==> src/hw/rtl/wavhp_pkg.sv <==
// shared constants and types for the wav header parser
package wavhp_pkg;

  // header layout
  localparam int HDR_LEN    = 44;
  localparam int POS_W      = 6;
  localparam int WORD_W     = 32;

  localparam logic [POS_W-1:0] POS_RIFF  = 6'd3;
  localparam logic [POS_W-1:0] POS_WAVE  = 6'd11;
  localparam logic [POS_W-1:0] POS_FMT   = 6'd15;
  localparam logic [POS_W-1:0] POS_FMTCD = 6'd21;
  localparam logic [POS_W-1:0] POS_CHANS = 6'd23;
  localparam logic [POS_W-1:0] POS_RATE  = 6'd27;
  localparam logic [POS_W-1:0] POS_BITS  = 6'd35;
  localparam logic [POS_W-1:0] POS_DATA  = 6'd39;
  localparam logic [POS_W-1:0] POS_SIZE  = 6'd43;
  localparam logic [POS_W-1:0] POS_BODY  = 6'd44;

  // chunk tags as little-endian words
  localparam logic [WORD_W-1:0] TAG_RIFF = 32'h4646_4952;
  localparam logic [WORD_W-1:0] TAG_WAVE = 32'h4556_4157;
  localparam logic [WORD_W-1:0] TAG_FMT  = 32'h2074_6D66;
  localparam logic [WORD_W-1:0] TAG_DATA = 32'h6174_6164;
  localparam logic [15:0] FMT_PCM  = 16'd1;
  localparam logic [15:0] BITS_16  = 16'd16;

  localparam logic [WORD_W-1:0] RATE_RESET = 32'd48000;

  // divider widths: frames = (size / 2) / channels
  localparam int DIVIDEND_W = 31;
  localparam int DIVISOR_W  = 16;
  localparam int DIV_CNT_W  = $clog2(DIVIDEND_W);

  // stream widths
  localparam int IN_DATA_W  = 8;
  localparam int OUT_DATA_W = 64;

  typedef enum logic [3:0] {
    STAT_OK            = 4'd0,
    STAT_TOO_SHORT     = 4'd1,
    STAT_BAD_RIFF      = 4'd2,
    STAT_BAD_WAVE      = 4'd3,
    STAT_BAD_FMT_ID    = 4'd4,
    STAT_NOT_PCM       = 4'd5,
    STAT_BAD_RATE      = 4'd6,
    STAT_BAD_BITS      = 4'd7,
    STAT_BAD_DATA_ID   = 4'd8,
    STAT_ZERO_CHANNELS = 4'd9
  } status_t;

  typedef enum logic {
    KIND_REPORT = 1'b0,
    KIND_SAMPLE = 1'b1
  } kind_t;

  // divider request and completion
  typedef struct packed {
    logic                  start;
    logic [DIVIDEND_W-1:0] dividend;
    logic [DIVISOR_W-1:0]  divisor;
  } div_req_t;

  typedef struct packed {
    logic                  done;
    logic [DIVIDEND_W-1:0] quotient;
  } div_rsp_t;

endpackage

==> src/hw/rtl/wavhp_div.sv <==
// restoring divider, one quotient bit per cycle
module wavhp_div (
  input  logic                clk,
  input  logic                rst,
  input  wavhp_pkg::div_req_t req,
  output wavhp_pkg::div_rsp_t rsp
);
  import wavhp_pkg::*;

  localparam logic [DIV_CNT_W-1:0] LAST_STEP = DIV_CNT_W'(DIVIDEND_W - 1);

  logic                  busy;
  logic                  done;
  logic [DIV_CNT_W-1:0]  count;
  logic [DIVISOR_W-1:0]  divisor;
  logic [DIVISOR_W-1:0]  rem;
  logic [DIVIDEND_W-1:0] quo;
  logic [DIVISOR_W:0]    trial;
  logic                  fits;

  // trial subtract of the shifted remainder
  assign trial = {rem, quo[DIVIDEND_W-1]};
  assign fits  = trial >= {1'b0, divisor};

  // control
  always_ff @(posedge clk) begin
    if (rst) begin
      busy  <= 1'b0;
      done  <= 1'b0;
      count <= '0;
    end else begin
      done <= 1'b0;
      if (req.start) begin
        busy  <= 1'b1;
        count <= '0;
      end else if (busy) begin
        count <= count + 1'b1;
        if (count == LAST_STEP) begin
          busy <= 1'b0;
          done <= 1'b1;
        end
      end
    end
  end

  // datapath
  always_ff @(posedge clk) begin
    if (req.start) begin
      divisor <= req.divisor;
      rem     <= '0;
      quo     <= req.dividend;
    end else if (busy) begin
      if (fits) begin
        rem <= DIVISOR_W'(trial - {1'b0, divisor});
      end else begin
        rem <= trial[DIVISOR_W-1:0];
      end
      quo <= {quo[DIVIDEND_W-2:0], fits};
    end
  end

  assign rsp.done     = done;
  assign rsp.quotient = quo;

endmodule

==> src/hw/rtl/wav_header_parser.sv <==
// wav header parser: byte-wise header checks, one report, data pass-through
// latency: an accepted byte's result is in the output register in the next cycle,
// except a good header's report, which waits for the divider's frame count
// throughput: one byte per cycle while the output register is free or taken by m_tready;
// after a good header's last byte the input is held off while the divider forms the frame count one bit per cycle
// reset: synchronous, clears the file state and output, rate register to 48000
module wav_header_parser (
  input  logic                              clk,
  input  logic                              rst,
  input  logic                              s_tvalid,
  output logic                              s_tready,
  input  logic [wavhp_pkg::IN_DATA_W-1:0]   s_tdata,  // data_byte
  input  logic                              s_tlast,  // final_byte
  output logic                              m_tvalid,
  input  logic                              m_tready,
  // status[3:0], channel_total[19:4], frame_total[50:20], sample_byte[58:51]
  output logic [wavhp_pkg::OUT_DATA_W-1:0]  m_tdata,
  output logic                              m_tuser,  // result_kind
  output logic                              m_tlast,  // last_result
  input  logic                              cfg_valid,
  output logic                              cfg_ready,
  input  logic [wavhp_pkg::WORD_W-1:0]      cfg_data  // expected_sample_rate
);
  import wavhp_pkg::*;

  typedef enum logic [1:0] {
    S_RUN = 2'b01,
    S_DIV = 2'b10
  } state_t;

  state_t              state;
  logic [WORD_W-1:0]   rate;
  logic [POS_W-1:0]    byte_position;
  logic [WORD_W-1:0]   word_shift;
  status_t             first_error;
  logic [15:0]         channel_reg;
  logic [WORD_W-1:0]   data_remaining;
  logic                pend_last;
  logic                pend_fin;

  logic                out_valid;
  logic                out_kind;
  status_t             out_status;
  logic [15:0]         out_chans;
  logic [DIVIDEND_W-1:0] out_frames;
  logic [7:0]          out_byte;
  logic                out_last;

  logic                accept;
  logic                in_body;
  logic [WORD_W-1:0]   word_shift_next;
  logic [WORD_W-1:0]   cmp_ref;
  logic [WORD_W-1:0]   cmp_mask;
  logic                cmp_en;
  status_t             cmp_code;
  logic                cmp_fail;
  status_t             first_error_next;

  div_req_t            div_req;
  div_rsp_t            div_rsp;

  assign cfg_ready = 1'b1;
  assign s_tready  = (state == S_RUN) && (!out_valid || m_tready);
  assign accept    = s_tvalid && s_tready;
  assign in_body   = byte_position >= POS_BODY;

  assign word_shift_next = {s_tdata, word_shift[WORD_W-1:8]};

  // field check selection per header position
  always_comb begin
    cmp_en   = 1'b1;
    cmp_ref  = '0;
    cmp_mask = '1;
    cmp_code = STAT_OK;
    case (byte_position)
      POS_RIFF:  begin cmp_ref = TAG_RIFF; cmp_code = STAT_BAD_RIFF;    end
      POS_WAVE:  begin cmp_ref = TAG_WAVE; cmp_code = STAT_BAD_WAVE;    end
      POS_FMT:   begin cmp_ref = TAG_FMT;  cmp_code = STAT_BAD_FMT_ID;  end
      POS_FMTCD: begin
        cmp_ref  = {FMT_PCM, 16'h0000};
        cmp_mask = 32'hFFFF_0000;
        cmp_code = STAT_NOT_PCM;
      end
      POS_RATE:  begin cmp_ref = rate;     cmp_code = STAT_BAD_RATE;    end
      POS_BITS:  begin
        cmp_ref  = {BITS_16, 16'h0000};
        cmp_mask = 32'hFFFF_0000;
        cmp_code = STAT_BAD_BITS;
      end
      POS_DATA:  begin cmp_ref = TAG_DATA; cmp_code = STAT_BAD_DATA_ID; end
      default:   cmp_en = 1'b0;
    endcase
  end

  // shared compare and first-error capture
  assign cmp_fail = (word_shift_next & cmp_mask) != cmp_ref;

  always_comb begin
    first_error_next = first_error;
    if (first_error == STAT_OK) begin
      if (cmp_en && cmp_fail) begin
        first_error_next = cmp_code;
      end else if (byte_position == POS_SIZE && channel_reg == '0) begin
        first_error_next = STAT_ZERO_CHANNELS;
      end
    end
  end

  // divider request at the end of a good header
  always_comb begin
    div_req.start    = accept && !in_body && byte_position == POS_SIZE &&
                       first_error_next == STAT_OK;
    div_req.dividend = word_shift_next[WORD_W-1:1];
    div_req.divisor  = channel_reg;
  end

  wavhp_div u_div (
    .clk (clk),
    .rst (rst),
    .req (div_req),
    .rsp (div_rsp)
  );

  // configuration register
  always_ff @(posedge clk) begin
    if (rst) begin
      rate <= RATE_RESET;
    end else if (cfg_valid && cfg_ready) begin
      rate <= cfg_data;
    end
  end

  // sequencer, file state and output register
  always_ff @(posedge clk) begin
    if (rst) begin
      state          <= S_RUN;
      byte_position  <= '0;
      word_shift     <= '0;
      first_error    <= STAT_OK;
      channel_reg    <= '0;
      data_remaining <= '0;
      pend_last      <= 1'b0;
      pend_fin       <= 1'b0;
      out_valid      <= 1'b0;
    end else begin
      if (out_valid && m_tready) begin
        out_valid <= 1'b0;
      end
      case (state)
        S_RUN: begin
          if (accept) begin
            if (in_body) begin
              // sample bytes after a good header
              if (data_remaining != '0) begin
                data_remaining <= data_remaining - 1'b1;
                out_valid      <= 1'b1;
                out_kind       <= KIND_SAMPLE;
                out_status     <= STAT_OK;
                out_chans      <= '0;
                out_frames     <= '0;
                out_byte       <= s_tdata;
                out_last       <= s_tlast || data_remaining == WORD_W'(1);
              end
              if (s_tlast) begin
                byte_position  <= '0;
                word_shift     <= '0;
                first_error    <= STAT_OK;
                channel_reg    <= '0;
                data_remaining <= '0;
              end
            end else if (byte_position == POS_SIZE) begin
              // header complete
              byte_position <= POS_BODY;
              word_shift    <= word_shift_next;
              first_error   <= first_error_next;
              if (first_error_next != STAT_OK) begin
                out_valid      <= 1'b1;
                out_kind       <= KIND_REPORT;
                out_status     <= first_error_next;
                out_chans      <= '0;
                out_frames     <= '0;
                out_byte       <= '0;
                out_last       <= 1'b1;
                data_remaining <= '0;
                if (s_tlast) begin
                  byte_position <= '0;
                  word_shift    <= '0;
                  first_error   <= STAT_OK;
                  channel_reg   <= '0;
                end
              end else begin
                data_remaining <= word_shift_next;
                pend_last      <= s_tlast || word_shift_next == '0;
                pend_fin       <= s_tlast;
                state          <= S_DIV;
              end
            end else if (s_tlast) begin
              // file ended inside the header
              out_valid      <= 1'b1;
              out_kind       <= KIND_REPORT;
              out_status     <= STAT_TOO_SHORT;
              out_chans      <= '0;
              out_frames     <= '0;
              out_byte       <= '0;
              out_last       <= 1'b1;
              byte_position  <= '0;
              word_shift     <= '0;
              first_error    <= STAT_OK;
              channel_reg    <= '0;
              data_remaining <= '0;
            end else begin
              byte_position <= byte_position + 1'b1;
              word_shift    <= word_shift_next;
              first_error   <= first_error_next;
              if (byte_position == POS_CHANS) begin
                channel_reg <= word_shift_next[WORD_W-1:16];
              end
            end
          end
        end
        S_DIV: begin
          // frame count ready: emit the good report
          if (div_rsp.done) begin
            state      <= S_RUN;
            out_valid  <= 1'b1;
            out_kind   <= KIND_REPORT;
            out_status <= STAT_OK;
            out_chans  <= channel_reg;
            out_frames <= div_rsp.quotient;
            out_byte   <= '0;
            out_last   <= pend_last;
            if (pend_fin) begin
              byte_position  <= '0;
              word_shift     <= '0;
              first_error    <= STAT_OK;
              channel_reg    <= '0;
              data_remaining <= '0;
            end
          end
        end
        default: state <= S_RUN;
      endcase
    end
  end

  // output stream
  assign m_tvalid = out_valid;
  assign m_tuser  = out_kind;
  assign m_tlast  = out_last;
  assign m_tdata  = {5'b0, out_byte, out_frames, out_chans, out_status};

endmodule
==> config.mk <==
export PLATFORM = sky130hd
export DESIGN_NAME = wav_header_parser
export DESIGN_NICKNAME = d
export VERILOG_FILES = /design/src/hw/rtl/wavhp_pkg.sv /design/src/hw/rtl/wavhp_div.sv /design/src/hw/rtl/wav_header_parser.sv
export SDC_FILE = /design/constraint.sdc
export NUM_CORES = 1
export LEC_CHECK = 0
export BUFFER_PORTS_ARGS = -buffer_cell sky130_fd_sc_hd__buf_2
export CAP_MARGIN = 20
export CORE_ASPECT_RATIO = 2
export CORE_UTILIZATION = 40
export DETAILED_ROUTE_END_ITERATION = 16
export HOLD_SLACK_MARGIN = 0.15
export PLACE_DENSITY_LB_ADDON = 0.05
export SYNTH_ARGS = -nofsm -noshare
export SYNTH_HDL_FRONTEND = slang
export SYNTH_SLANG_ARGS = --single-unit
export TNS_END_PERCENT = 10
==> constraint.sdc <==
create_clock -name clk -period 15.85 [get_ports clk]
set_input_delay 1.585 -clock clk [delete_from_list [all_inputs] [get_ports clk]]
set_output_delay 1.585 -clock clk [all_outputs]
set_load 0.02 [all_outputs]
==> metrics <==
status=finished, final reports clean; site row count=90; I/O pins=115; core area=30,300 um^2; pwr dens=a little over 100 nW/um^2; most frequent CP cell=buf_4; Tmin final=roughly 4.0 ns; R2R Path End=out_frames[17]$_SDFFCE_PN0P_; Seq/Total Area, Yosys=0.494; clk_lat worst skew=0.54 ns; final period utilization=0.252; final hold vios=0; CP endpoint kind=flop; GRT met2 Usage=0.474; CTS tree=built; HP Class=reg2reg; highest clock rate=250 MHz; Cells after Synth=between 1,000 and 1,500; clk sinks=between 200 and 300; Critical Path Fanout Max=52; Die ar.=31,600 um^2; startpoint types=flop; antenna violations before repair=1; H-Tree Depth=1; worst setup path class=reg2reg; number of synthesized flops with an enable pin=108; post-detail-place hpwl=between 20 and 30 mm; fin cells=1,764; Hold Path Depth=2; vias in the first global route=roughly 10,000; total gr overflow=0; max-cap viol count=0; Worst path top cell family by delay=simple AND/OR/NAND/NOR gates; Residual DRC=0; Avg WL per Cell=21.8 um; Horiz. Die Dim=about 130 um; top_reg_cell synth=dfxtp_1; WHS Endpoint=data_remaining[30]$_SDFFE_PP0P_; Area Overhead vs Synth=13.3%; grt peak-use layer=met2; Leakage=around 5.5 nW; via count=9,916; CP Data Required Time=16.02 ns; Via-to-Cell Ratio=about 5.6; total number of yosys warnings=0; Die Y=250 um; pin count of the biggest net entering global routing=57; Worst path slowest cell=buf_4; Post-synth ARST share=0; FF-to-FF path depth=10; hold path startpoint=data_remaining[30]$_SDFFE_PP0P_; Bufs and invs on worst path=2; Max transition margin=0.289; R2R setup slack=11.85 ns; CTS Buffer Depth=3; Routed WL=a little under 40 mm; ANT nets after route=0; CP cell instances=ha_1, nor2b_1, nand3_1, nor2_1, nor3_2, buf_4, a21oi_1, o31ai_1, a2111oi_2, buf_4; Nets=1,449; starting density of the core=0.407; PortBufs=108; Layout Skew=0.0121 ns; met1 Use GR=0.259; Final Max Slew Viols=0; Netlist cell types=77; Finish-stage setup viols=0; Largest regs=data_remaining (32), rate (32); Post-Place Cells=around 1,700; clk slew on worst S/H paths=0.07 ns; RSZ-0062 raised after global routing=no; CP arrival=roughly 4.2 ns; layout cells sized above 1=0.138; worst flop-to-flop path startpoint=byte_position[1]$_SDFFE_PP0P_; mapped cell area=12,300 um^2; DRT Pass-1 Iters=5; synthesis-stage register bit count=250; CTS Hold Bufs=0; met3 global-route usage=0.0231; Max IR drop VDD=approximately 0.086 mV; Iter 0 DRT Violations=574; Tot GR Track Use=0.246; Diodes inserted=0; Setup Total Neg Slack=0 ns; RePlAce Congestion=0.935; slowest stage delay, CP=approximately 0.6 ns; Avg Cell Area, Syn=9.43 um^2; number of CTS-inserted buffers=25; first-pass GRT wire length=58.8 mm; post-CTS sizing=0; Worst Max-Slew Pin Slew=~1.1 ns; post-CTS setup buffers=0; CTS Root Cell=clkbuf_16
-- power by group --
part	total [W]	switching [W]	internal, W
combinational	0.000135	0.0000813	0.0000535
sequential	0.000703	0.0000174	0.000686
clock	0.000607	0.000265	0.000342
-- per-stage QoR --
stage	area [um^2]	hold WS (ns)	power, W	setup slack, ns	util
5_1_grt	14000	0.490	0.00150	11.45	0.461
3_3_place_gp	13100	0.441	0.000851	11.82	0.434
3_5_place_dp	13100	0.449	0.000853	11.78	0.434
4_1_cts	14000	0.458	0.00146	11.85	0.461
2_1_floorplan	12300	0.430	0.000810	3.36	-
6_report	14000	0.455	0.00145	11.85	0.461
-- synthesized netlist by cell type, types with 11 or more instances --
| cell type | number | share of area |
|---|---|---|
| a21oi_1 | 66 | 0.027 |
| a22o_1 | 45 | 0.032 |
| a22oi_1 | 18 | 0.011 |
| and2_1 | 58 | 0.029 |
| buf_2 | 14 | 0.0057 |
| clkbuf_1 | 58 | 0.018 |
| dfxtp_1 | 142 | 0.23 |
| edfxtp_1 | 108 | 0.26 |
| ha_1 | 25 | 0.025 |
| inv_1 | 43 | 0.013 |
| mux2i_1 | 42 | 0.034 |
| nand2_1 | 164 | 0.050 |
| nand3_1 | 16 | 0.0065 |
| nand4_1 | 16 | 0.0081 |
| nor2_1 | 106 | 0.032 |
| nor2b_1 | 15 | 0.0076 |
| nor3_1 | 45 | 0.018 |
| nor4_1 | 24 | 0.012 |
| o21a_1 | 11 | 0.0067 |
| o21ai_0 | 44 | 0.018 |
| o21ai_1 | 37 | 0.015 |
| xnor2_1 | 22 | 0.016 |
| xor2_1 | 19 | 0.013 |
-- worst max path at each step --
stage                                       start                      endpoint  slack (ns)  depth (start not counted)
global placement                       s_tdata[7]   out_status[1]$_SDFFCE_PP0P_       11.82                          9
detailed placement                     s_tdata[7]   out_status[1]$_SDFFCE_PP0P_       11.78                          9
floorplan                                 s_tlast             m_tlast$_DFFE_PP_        3.36                          5
CTS                 byte_position[1]$_SDFFE_PP0P_  out_frames[18]$_SDFFCE_PN0P_       11.85                         10
global route        byte_position[0]$_SDFFE_PP0P_  out_frames[17]$_SDFFCE_PN0P_       11.45                         10
finish              byte_position[1]$_SDFFE_PP0P_  out_frames[17]$_SDFFCE_PN0P_       11.85                         10
-- cells by family (layout without fill, tap and decap cells) --
family,after synthesis,after routing,synth area share
AO/OA/AOI/OAI,302,302,0.164
AND/OR/NAND/NOR,509,509,0.206
multiplexers,44,44,0.0359
adder cells (fa/ha/maj),26,26,0.0270
other,2,6,0.000609
buffers and inverters,133,218,0.0437
flip-flops,250,250,0.494
XOR/XNOR,41,41,0.0291
-- metal layers --
layer	vias to the layer above	share of wire
li1	4839	-
met2	275	0.55
met5	-	0
met1	4716	0.36
met4	0	0.051
met3	86	0.034
-- tightest hold or removal path: stages, from the launching register on --
cell	delay [ns]
dfxtp_1	0.31
nand2_1	0.05
o21ai_1	0.05
-- placed cells by master (no fill, tap or decap), types with 5 or more instances in the layout --
| cell | Yosys | layout |
|---|---|---|
| or3_1 | 8 | 8 |
| o21a_1 | 11 | 11 |
| a22o_1 | 45 | 45 |
| edfxtp_1 | 108 | 108 |
| o21ai_0 | 44 | 44 |
| xnor2_1 | 22 | 22 |
| nor2_1 | 106 | 106 |
| nor4_1 | 24 | 24 |
| dfxtp_1 | 142 | 142 |
| a22oi_1 | 18 | 18 |
| a31oi_1 | 10 | 10 |
| nand3_1 | 16 | 15 |
| and3_1 | 5 | 5 |
| nor2b_1 | 15 | 15 |
| inv_1 | 43 | 44 |
| clkinv_2 | 0 | 8 |
| a221o_1 | 5 | 5 |
| buf_2 | 14 | 108 |
| o21ai_1 | 37 | 37 |
| o22ai_1 | 8 | 8 |
| nand2b_1 | 9 | 9 |
| conb_1 | 2 | 6 |
| buf_4 | 6 | 19 |
| or2_1 | 5 | 5 |
| o211ai_1 | 7 | 7 |
| or4_1 | 5 | 5 |
| a21o_1 | 6 | 6 |
| ha_1 | 25 | 24 |
| mux2i_1 | 42 | 42 |
| nand4_1 | 16 | 16 |
| nand2_1 | 164 | 164 |
| and2_1 | 58 | 58 |
| nor3_1 | 45 | 44 |
| a21oi_1 | 66 | 66 |
| clkbuf_16 | 0 | 26 |
| xor2_1 | 19 | 19 |
| o31ai_1 | 6 | 6 |
-- cell type report --
class | count | area (um^2)
clock buffers | 28 | 678
clock inverters | 18 | 153
fillers | 2917 | 16300
inverters | 45 | 169
multi-input cells | 928 | 5740
flip-flops and latches | 250 | 6090
well taps | 368 | 460
repair buffers | 127 | 683
No activity file was read; power rests on OpenSTA's default activity.
